`config.mk`:
```
export PLATFORM = sky130hd
export DESIGN_NAME = unix_time_to_calendar_unit
export DESIGN_NICKNAME = d
export VERILOG_FILES = /design/src/rtl/utc_pkg.sv /design/src/rtl/unix_time_to_calendar_unit.sv
export VERILOG_INCLUDE_DIRS = /design/src /design/src/rtl
export SDC_FILE = /design/constraint.sdc
export NUM_CORES = 1
export LEC_CHECK = 0
export BUFFER_PORTS_ARGS = -buffer_cell sky130_fd_sc_hd__buf_2
export CORE_UTILIZATION = 54
export CTS_CLUSTER_DIAMETER = 60
export DETAILED_ROUTE_END_ITERATION = 10
export MAX_ROUTING_LAYER = met4
export PLACE_DENSITY = 0.73
export SETUP_SLACK_MARGIN = 0.5
export SYNTH_ARGS = -nofsm -noshare
export SYNTH_HDL_FRONTEND = slang
export SYNTH_SLANG_ARGS = --single-unit
export TNS_END_PERCENT = 100
```
`constraint.sdc`:
```
create_clock -name clock -period 3.1 [get_ports clock]
set_clock_uncertainty 0.2 [all_clocks]
set_input_delay 0.155 -clock clock [delete_from_list [all_inputs] [get_ports clock]]
set_output_delay 0.155 -clock clock [all_outputs]
set_load 0.05 [all_outputs]
```
`src/rtl/unix_time_to_calendar_unit_assert.svh`:
```
// ----------------------------------------------------------------------------
// unix_time_to_calendar_unit assertion macros
// shorthand for clocked implication checks with a synchronous reset
// ----------------------------------------------------------------------------
`ifndef UNIX_TIME_TO_CALENDAR_UNIT_ASSERT_SVH
`define UNIX_TIME_TO_CALENDAR_UNIT_ASSERT_SVH

// same-cycle implication
`define UTC_ASSERT_IMPLY(label, clk, rst, ante, cons) \
   label: assert property (@(posedge clk) disable iff (rst) (ante) |-> (cons)) \
      else $error("implication check failed");

// next-cycle implication
`define UTC_ASSERT_NEXT(label, clk, rst, ante, cons) \
   label: assert property (@(posedge clk) disable iff (rst) (ante) |=> (cons)) \
      else $error("next-cycle check failed");

`endif

```
`src/rtl/utc_pkg.sv`:
```
// ----------------------------------------------------------------------------
// utc_pkg
// constants and small tables for the unix time to calendar converter
// ----------------------------------------------------------------------------
package utc_pkg;

   localparam int unsigned TIME_W  = 32;
   localparam int unsigned REM_W   = 11;
   localparam int unsigned DAYS_W  = 11;
   localparam int unsigned YOFF_W  = 8;
   localparam int unsigned CNT_W   = 5;
   localparam int unsigned PHASE_W = 2;

   localparam logic [TIME_W-1:0] EPOCH_SHIFT = 32'd946684800;
   localparam logic [11:0]       BASE_YEAR   = 12'd2000;
   localparam logic [3:0]        LAST_MONTH  = 4'd12;
   localparam logic [3:0]        FEBRUARY    = 4'd2;

   // divider phases
   localparam logic [PHASE_W-1:0] PH_SEC  = 2'd0;
   localparam logic [PHASE_W-1:0] PH_MIN  = 2'd1;
   localparam logic [PHASE_W-1:0] PH_HOUR = 2'd2;
   localparam logic [PHASE_W-1:0] PH_QUAD = 2'd3;

   typedef logic [PHASE_W-1:0] phase_type;

   // divisor of each phase: 60, 60, 24 and days in four years
   function automatic logic [REM_W-1:0] div_const(input phase_type ph);
      logic [REM_W-1:0] d;
      unique case (ph)
         PH_SEC:  d = 11'd60;
         PH_MIN:  d = 11'd60;
         PH_HOUR: d = 11'd24;
         PH_QUAD: d = 11'd1461;
         default: d = 11'd60;
      endcase
      return d;
   endfunction

   // dividend bits of each phase, minus one
   function automatic logic [CNT_W-1:0] div_len(input phase_type ph);
      logic [CNT_W-1:0] n;
      unique case (ph)
         PH_SEC:  n = 5'd31;
         PH_MIN:  n = 5'd26;
         PH_HOUR: n = 5'd20;
         PH_QUAD: n = 5'd15;
         default: n = 5'd31;
      endcase
      return n;
   endfunction

   function automatic logic [4:0] month_len(input logic [3:0] mon, input logic leap);
      logic [4:0] len;
      unique case (mon)
         4'd2:                    len = leap ? 5'd29 : 5'd28;
         4'd4, 4'd6, 4'd9, 4'd11: len = 5'd30;
         default:                 len = 5'd31;
      endcase
      return len;
   endfunction

endpackage

```
`src/rtl/unix_time_to_calendar_unit.sv`:
```
// ----------------------------------------------------------------------------
// unix_time_to_calendar_unit
// converts seconds since 1970 into year, month, day, hour, minute and second
// ----------------------------------------------------------------------------
// One request at a time. The time is rebased to 2000-01-01 (wrapping modulo
// 2^32, so times before 2000 land in 2106..2136), then a bit-serial restoring
// divider with an 11-bit remainder peels off seconds, minutes, hours and
// four-year groups of 1461 days. Up to three single years and up to eleven
// months are then subtracted, one per cycle. Every fourth year is leap, 2100
// included. The next request is taken once the result sits in the output
// register, which holds it for as long as rsp_stall is high.
module unix_time_to_calendar_unit
   import utc_pkg::*;
(
   input  logic        clock,
   input  logic        reset,
   input  logic        req_valid,
   output logic        req_stall,
   input  logic [31:0] req_unix_time,
   output logic        rsp_valid,
   input  logic        rsp_stall,
   output logic [11:0] rsp_year,
   output logic [3:0]  rsp_month,
   output logic [4:0]  rsp_day,
   output logic [4:0]  rsp_hour,
   output logic [5:0]  rsp_minute,
   output logic [5:0]  rsp_second
);

`include "unix_time_to_calendar_unit_assert.svh"

   localparam logic [2:0] ST_IDLE   = 3'd0;
   localparam logic [2:0] ST_DIV    = 3'd1;
   localparam logic [2:0] ST_YEAR   = 3'd2;
   localparam logic [2:0] ST_MONTH  = 3'd3;
   localparam logic [2:0] ST_FINISH = 3'd4;

   // control state
   logic [2:0]         state_ff, state_in;
   phase_type          phase_ff, phase_in;
   logic [CNT_W-1:0]   count_ff, count_in;
   logic               rsp_valid_ff, rsp_valid_in;

   // datapath
   logic [TIME_W-1:0]  shift_ff, shift_in;   // dividend in, quotient bits out
   logic [REM_W-1:0]   rem_ff, rem_in;
   logic [5:0]         sec_ff, sec_in;
   logic [5:0]         min_ff, min_in;
   logic [4:0]         hour_ff, hour_in;
   logic [DAYS_W-1:0]  days_ff, days_in;
   logic [YOFF_W-1:0]  yoff_ff, yoff_in;
   logic [3:0]         mon_ff, mon_in;

   // output register
   logic [11:0]        year_out_ff, year_out_in;
   logic [3:0]         month_out_ff, month_out_in;
   logic [4:0]         day_out_ff, day_out_in;
   logic [4:0]         hour_out_ff, hour_out_in;
   logic [5:0]         min_out_ff, min_out_in;
   logic [5:0]         sec_out_ff, sec_out_in;

   // one divider step
   logic [REM_W-1:0]   divisor;
   logic [REM_W:0]     rem_wide;
   logic [REM_W:0]     rem_diff;
   logic               quot_bit;
   logic [REM_W-1:0]   rem_next;
   logic [TIME_W-1:0]  shift_next;

   // year and month peeling
   logic               leap;
   logic [DAYS_W-1:0]  year_len;
   logic [DAYS_W-1:0]  mon_len;
   logic               out_free;

   assign divisor    = div_const(phase_ff);
   assign rem_wide   = {rem_ff, shift_ff[TIME_W-1]};
   assign rem_diff   = rem_wide - {1'b0, divisor};
   assign quot_bit   = (rem_wide >= {1'b0, divisor});
   assign rem_next   = quot_bit ? rem_diff[REM_W-1:0] : rem_wide[REM_W-1:0];
   assign shift_next = {shift_ff[TIME_W-2:0], quot_bit};

   // leap when the year offset is a multiple of four
   assign leap     = (yoff_ff[1:0] == 2'b00);
   assign year_len = leap ? 11'd366 : 11'd365;
   assign mon_len  = {6'd0, month_len(mon_ff, leap)};

   // output register can take a new result
   assign out_free = !rsp_valid_ff || !rsp_stall;

   always_comb begin
      state_in     = state_ff;
      phase_in     = phase_ff;
      count_in     = count_ff;
      shift_in     = shift_ff;
      rem_in       = rem_ff;
      sec_in       = sec_ff;
      min_in       = min_ff;
      hour_in      = hour_ff;
      days_in      = days_ff;
      yoff_in      = yoff_ff;
      mon_in       = mon_ff;
      rsp_valid_in = rsp_valid_ff && rsp_stall;
      year_out_in  = year_out_ff;
      month_out_in = month_out_ff;
      day_out_in   = day_out_ff;
      hour_out_in  = hour_out_ff;
      min_out_in   = min_out_ff;
      sec_out_in   = sec_out_ff;

      unique case (state_ff)
         ST_IDLE: begin
            if (req_valid) begin
               // rebase to 2000, wraps for earlier times
               shift_in = req_unix_time - EPOCH_SHIFT;
               rem_in   = '0;
               phase_in = PH_SEC;
               count_in = div_len(PH_SEC);
               state_in = ST_DIV;
            end
         end
         ST_DIV: begin
            shift_in = shift_next;
            rem_in   = rem_next;
            count_in = count_ff - 5'd1;
            if (count_ff == '0) begin
               rem_in   = '0;
               phase_in = phase_ff + 2'd1;
               count_in = div_len(phase_ff + 2'd1);
               // left-align the quotient as the next dividend
               case (phase_ff)
                  PH_SEC: begin
                     sec_in   = rem_next[5:0];
                     shift_in = shift_next << 5;
                  end
                  PH_MIN: begin
                     min_in   = rem_next[5:0];
                     shift_in = shift_next << 11;
                  end
                  PH_HOUR: begin
                     hour_in  = rem_next[4:0];
                     shift_in = shift_next << 16;
                  end
                  default: begin
                     // four-year groups: remainder is days into the group
                     days_in  = rem_next;
                     yoff_in  = {shift_next[5:0], 2'b00};
                     state_in = ST_YEAR;
                  end
               endcase
            end
         end
         ST_YEAR: begin
            if (days_ff < year_len) begin
               mon_in   = 4'd1;
               state_in = ST_MONTH;
            end else begin
               days_in = days_ff - year_len;
               yoff_in = yoff_ff + 8'd1;
            end
         end
         ST_MONTH: begin
            if (days_ff < mon_len || mon_ff == LAST_MONTH) begin
               state_in = ST_FINISH;
            end else begin
               days_in = days_ff - mon_len;
               mon_in  = mon_ff + 4'd1;
            end
         end
         ST_FINISH: begin
            if (out_free) begin
               rsp_valid_in = 1'b1;
               year_out_in  = BASE_YEAR + {4'd0, yoff_ff};
               month_out_in = mon_ff;
               day_out_in   = days_ff[4:0] + 5'd1;
               hour_out_in  = hour_ff;
               min_out_in   = min_ff;
               sec_out_in   = sec_ff;
               state_in     = ST_IDLE;
            end
         end
         default: begin
            state_in = ST_IDLE;
         end
      endcase
   end

   always_ff @(posedge clock) begin
      if (reset) begin
         state_ff     <= ST_IDLE;
         phase_ff     <= PH_SEC;
         count_ff     <= '0;
         rsp_valid_ff <= 1'b0;
      end else begin
         state_ff     <= state_in;
         phase_ff     <= phase_in;
         count_ff     <= count_in;
         rsp_valid_ff <= rsp_valid_in;
      end
   end

   always_ff @(posedge clock) begin
      shift_ff     <= shift_in;
      rem_ff       <= rem_in;
      sec_ff       <= sec_in;
      min_ff       <= min_in;
      hour_ff      <= hour_in;
      days_ff      <= days_in;
      yoff_ff      <= yoff_in;
      mon_ff       <= mon_in;
      year_out_ff  <= year_out_in;
      month_out_ff <= month_out_in;
      day_out_ff   <= day_out_in;
      hour_out_ff  <= hour_out_in;
      min_out_ff   <= min_out_in;
      sec_out_ff   <= sec_out_in;
   end

   // a new request waits until the previous one has reached the output register
   assign req_stall  = (state_ff != ST_IDLE);
   assign rsp_valid  = rsp_valid_ff;
   assign rsp_year   = year_out_ff;
   assign rsp_month  = month_out_ff;
   assign rsp_day    = day_out_ff;
   assign rsp_hour   = hour_out_ff;
   assign rsp_minute = min_out_ff;
   assign rsp_second = sec_out_ff;

   // divider remainder always below the divisor
   `UTC_ASSERT_IMPLY(a_rem_below_div, clock, reset, state_ff == ST_DIV, rem_ff < divisor)
   // leftover days within one four-year group while years are peeled
   `UTC_ASSERT_IMPLY(a_days_in_group, clock, reset, state_ff == ST_YEAR, days_ff < 11'd1461)
   // month counter stays in range while peeling months
   `UTC_ASSERT_IMPLY(a_month_range, clock, reset, state_ff == ST_MONTH,
                     mon_ff >= 4'd1 && mon_ff <= LAST_MONTH)
   // every request is followed by a divider pass
   `UTC_ASSERT_NEXT(a_accept_starts_div, clock, reset, req_valid && !req_stall,
                    state_ff == ST_DIV && phase_ff == PH_SEC)
   // a finished result is well formed
   `UTC_ASSERT_IMPLY(a_result_range, clock, reset, rsp_valid_ff,
                     rsp_day != 5'd0 && rsp_hour < 5'd24 && rsp_minute < 6'd60)

endmodule
```
-- Yosys cells after proc, flatten, opt, wreduce, memory -nomap -nowiden
Cells that the tools add are included.
- input port bits: 36
- register bits: 132
- word-level logic and storage cells: 123
- output and inout port bits: 40
- magnitude comparators: 3
- reduce and logical (&&, ||, !) cells: 28
- equal/unequal tests: 24
- multiplexer cells: 40
- add/subtract/negate cells: 10
- operators with widths (cell ; number):
    32-bit case mux with 3 select lines ; 1
    11-bit two-way mux ; 7
    11-bit case mux with 3 select lines ; 2
    32-bit two-way mux ; 2
    32-bit case mux with 2 select lines ; 1
    32-bit by 30-bit subtractor with 32-bit output (second input constant) ; 1
    8-bit two-way mux ; 3
    11-bit case mux with 2 select lines ; 1
    5-bit case mux with 4 select lines ; 1
    3-bit two-way mux ; 6
    2-bit inequality test (second input constant) ; 8
    8-bit case mux with 2 select lines ; 1
    3-bit case mux with 5 select lines ; 1
    3-bit AND reduction ; 5
    11-bit by 8-bit adder with 12-bit output (first input constant) ; 1
    4-bit equality test (second input constant) ; 3
    12-bit by 11-bit greater-or-equal comparator with 1-bit output ; 1
    11-bit by 5-bit less-than comparator with 1-bit output ; 1
    11-bit by 9-bit less-than comparator with 1-bit output ; 1
    11-bit subtractor ; 1
    11-bit by 5-bit subtractor with 11-bit output ; 1
    11-bit by 9-bit subtractor with 11-bit output ; 1
    5-bit two-way mux ; 2
    5-bit case mux with 2 select lines ; 1
    32 further kinds ; 52

-- Depth between registers and ports, before layout
- depth in word-level cells: 8
- gate-level depth with buffers: 15
- depth with buffers taken out: 15

-- Worst setup path before layout
Ideal clock, no wire load.
- kind: reg2reg
- from: register state_ff[0]
- to: register day_out_ff[0], in the netlist rsp_day[0], enable pin
- data required time: 2.456 ns
- cell stages (with the launch flop): 6
- slack: -0.199 ns
- arrival time: 2.656 ns
- clock period less this slack: 3.299 ns
- library setup time: 0.444 ns
- buffers on the path: 2
- path through: dfxtp_1 > buf_2 > buf_1 > nor2_1 > nand2_1 > a21oi_1
- longest elaborated chain between the ends: 2
- ends and longest elaborated chain (element ; RTL line ; RTL):
    start: declaration ; unix_time_to_calendar_unit.sv:39 ; logic [2:0] state_ff, state_in;
    start signal: assignment ; unix_time_to_calendar_unit.sv:195 ; state_ff <= state_in;
    3-bit equality test ; unix_time_to_calendar_unit.sv:111 ; unique case (state_ff)
    2-bit AND reduction (no line) ; n/a ;
    end signal: assignment ; unix_time_to_calendar_unit.sv:213 ; day_out_ff <= day_out_in;
    end: declaration ; unix_time_to_calendar_unit.sv:57 ; logic [4:0] day_out_ff, day_out_in;
Every way passes these cells.
A chain may end at the register's enable or synchronous reset.

-- Worst setup path in the final report
- from: register mon_ff[1]
- to: register days_ff[0], enable pin
- longest elaborated chain between the ends: 7
- elaborated cells between the ends (all ways): 12
- classes of those cells: 1 x order compare; 7 x eq/ne; 1 x mux; 3 x reduce/logical
- ends and longest elaborated chain (element ; RTL line ; RTL):
    start: declaration ; unix_time_to_calendar_unit.sv:52 ; logic [3:0] mon_ff, mon_in;
    start signal: assignment ; unix_time_to_calendar_unit.sv:210 ; mon_ff <= mon_in;
    4-bit by 3-bit equality test with 1-bit output / 4-bit equality test (equally long branches) ; utc_pkg.sv:55 ; unique case (mon)
    4-bit OR reduction ; utc_pkg.sv:55 ;
    2-bit case mux with 2 select lines ; utc_pkg.sv:55 ;
    11-bit by 5-bit less-than comparator with 1-bit output ; unix_time_to_calendar_unit.sv:163 ; if (days_ff < mon_len || mon_ff == LAST_MONTH) begin
    1-bit logical OR * ; unix_time_to_calendar_unit.sv:163 ;
    2-bit inequality test (no line) * ; n/a ;
    5-bit AND reduction (no line) * ; n/a ;
    end signal: assignment ; unix_time_to_calendar_unit.sv:208 ; days_ff <= days_in;
    end: declaration ; unix_time_to_calendar_unit.sv:50 ; logic [DAYS_W-1:0] days_ff, days_in;
Mark *: on every way between the ends. The rest lies on a longest branch, timed or not.

==> flow_summary.yaml <==
timing:
  rsz0062_at_grt: "yes"
  worstMarginPinSlew_ps: 913
  setup_viol: 0
  drv_slew: 0
  slew_headroom_pct: 39.1
  hold_viol_final: 0
  fin_crit_ps: 2990
  fmax_ghz: 0.334
  fin_crit_sh_pct: 96.5
  setup_tns_ps: 0
die:
  rows: 41
  die_h_um: 118
  core_um2: 12800
  die_x_um: 118
  start_util_pct: 56.4
  die_area_um2: 13900
  num_io_pins: 76
yosys:
  synth_edf_count: 120
  synthArstFlopShare_pct: 0
  synth_fp_nets: 738
  mappedNetlistArea_um2: 7240
  synth_mux_area_share_pct: 1.69
  synth_compound_area_share_pct: 16.4
  synthSimpleGateAreaFrac_pct: 13.7
  synth_xor_area_share_pct: 6.17
  synth.distinct_cells: 65
  synth_flop_cell: "edfxtp_1"
  synthAdderAreaFrac_pct: 5.39
  synth_top_family_by_area: "compound AO/OA/AOI/OAI gates"
  synth.avg_cell_area_um2: 10.8
  synthCells: 672
  ys_ff_latch: 131
  synth.yosys.warnings: 0
  synth.yosys.seq_area_share_pct: 52.8
worst_setup_path:
  crit_top_cell: "o21ai_2"
  reg2reg_depth: 12
  worstSetupStartpoint: "mon_ff[1]$_SDFFCE_PN0P_"
  r2r_setup_slack_ps: 110
  cp_max_fo: 6
  critPathCaptureType: "flop"
  cp_slowest_cell: "edfxtp_1"
  critPathBufInv: 2
  r2r_end: "days_ff[0]$_DFFE_PP_"
  crit_path_start_kind: "flop"
  crit_path_cell_trace: "inv_2, ha_1, nor2_2, o21ai_2, o21ai_2, ha_2, nand2b_4, a211oi_4, o41a_1, a31oi_2, a21oi_4, buf_12"
  worst_ep_arrival_time_ps: 2930
  rr_startpoint: "mon_ff[1]$_SDFFCE_PN0P_"
  cp_top_family: "compound AO/OA/AOI/OAI gates"
  criticalPathCategory: "reg -> reg"
  crit_cells: 12
  worstSetupEndpoint: "days_ff[0]$_DFFE_PP_"
  critPathMaxStageDelay_ps: 460
  cp.required_ps: 3040
placement:
  gp_congestion: 0.903
  io_buffers: 75
  hpwl_mm: 11.4
cells_and_area:
  drive_above_1_share_pct: 30.5
  diodes: 0
  layout_common_cells: "edfxtp_1, buf_2, nor2_1"
  nFillCells: 812
  nets: 875
  final_common_cell: "edfxtp_1"
  final_core_util_pct: 74.1
  area_growth_pct: 31.2
  multiInputGateArea_um2: 3630
  seq_area_um2: 3830
clocking:
  cts-root-buf: "clkbuf_16"
  cts_tree: "done"
  insertion_delay_ps: 420
  clock_sinks: 131
  path_clk_slew_ps: 60
  cts_buffers: 17
  clockBufferDepth: 2
  htree_levels: 4
hold_path:
  hp-start: "req_unix_time[15]"
  hold_path_class: "in -> reg"
drt:
  drt_iter0_drc: 743
  wl_per_cell_um: 19.2
  viasPerCell: 6.15
  drtPass1Iterations: 8
  wl_mm: 19.1
  drcViolationCount: 0
  ant_nets: 0
  vias: 6109
global_routing:
  grt_pass1_vias: 5990
  antenna_found_initial: 0
  grt_pass1_wl_mm: 29.5
  grt-ovfl-total: 0
  grtUsageTotal_pct: 27.9
  grt_max_degree: 46
pwr:
  ir_drop_mv: 0.415
  p_leak_nw: 3.58
  power_density_nw_per_um2: 553
run:
  max_cap_viol_count: 0
status:
  status: "finished clean"
==> worst reg2reg max path, stage by stage, from the launching register on <==
cell and delay, ps:
edfxtp_1 460, inv_2 130, ha_1 180, nor2_2 40, o21ai_2 120, o21ai_2 90
ha_2 200, nand2b_4 150, a211oi_4 300, o41a_1 250, a31oi_2 140, a21oi_4 290
buf_12 160
==> final cells by class <==
cell class                 count  area share [%]
inverter                      30            1.25
tap                          172            2.27
clock inverter                15            1.77
sequential                   131            40.3
clock buffer                  17            4.48
multi-input combinational    475            38.2
timing repair buffer         154            11.7
==> repair_timing <==
action                     4_1_cts  5_1_grt
pin swaps                       25       34
gates cloned                     1        0
setup endpoints to repair       70       80
hold buffers                    28        0
gates resized for setup         55       45
setup buffers                   24       14
hold endpoints to repair        35        0
==> logic make-up (layout without fill, tap and decap cells) <==
family,after synthesis,after routing
xor+xnor,51,51
compound gates,172,172
simple gates,210,210
buf+inv,66,216
flops,131,131
mux,12,12
fa+ha+maj,30,30
==> how the worst min path moves through the flow <==
stage                               endpoint  slack, ps  cells past startpoint
floorplan           state_ff[0]$_SDFFE_PP0P_        110                      2
global placement     rsp_minute[3]$_DFFE_PP_        210                      0
detailed placement     rsp_hour[3]$_DFFE_PP_        200                      0
CTS                   shift_ff[21]$_DFFE_PP_          6                      3
global route          shift_ff[15]$_DFFE_PP_         50                      3
finish                shift_ff[15]$_DFFE_PP_         30                      3
==> routing by layer <==
| metal | global-route usage [%] | vias to the layer above | share of wire, % |
|---|---|---|---|
| li1 | - | 2792 | - |
| met1 | 33.0 | 2939 | 40 |
| met2 | 47.2 | 316 | 51 |
| met3 | 4.31 | 62 | 5.8 |
| met4 | 12.1 | 0 | 3.2 |
| met5 | - | - | 0 |
==> synthesized netlist by cell type (all sizes together), types with 4 or more instances <==
master	count	area share, %
and3	6	0.52
edfxtp	120	50
buf	11	0.99
nand2b	7	0.71
dfxtp	11	3.0
nand3	24	1.7
clkbuf	25	1.3
a31oi	11	0.95
mux2i	10	1.4
a211oi	23	2.4
a222oi	15	2.1
nand2	61	3.2
ha	28	4.8
a221oi	4	0.81
o21ai	29	2.0
nor2	74	3.9
a221o	6	0.83
o211ai	7	0.80
o22ai	5	0.43
xnor2	26	3.1
nor3	8	0.55
inv	30	1.6
a21oi	52	3.6
xor2	25	3.0
==> power breakdown <==
group	internal [mW]	switching (mW)	leakage, nW
registers	2.09	0.114	1.21
clock network	1.20	0.826	0.282
logic	0.449	0.570	2.09
total	3.74	1.51	3.58
==> registers in the layout (all words and copies together), names as in the netlist, 3 cells and up <==
name	flops
count_ff	5
days_ff	11
hour_ff	5
min_ff	6
mon_ff	4
rem_ff	11
rsp_day	5
rsp_hour	5
rsp_minute	6
rsp_month	4
rsp_second	6
rsp_year	11
sec_ff	6
shift_ff	32
state_ff	3
yoff_ff	8
==> stage by stage <==
stage	instances	setup slack, ps	area, um^2	power (mW)	hold slack [ps]
2_1_floorplan	672	483	7330	2.74	113
3_3_place_gp	895	195	7860	2.92	206
3_5_place_dp	895	96.4	7860	2.95	205
4_1_cts	980	184	9210	5.12	5.72
5_1_grt	994	32.1	9500	5.43	50.1
6_report	994	108	9500	5.25	31.7
(Power assumes the default switching activity.)
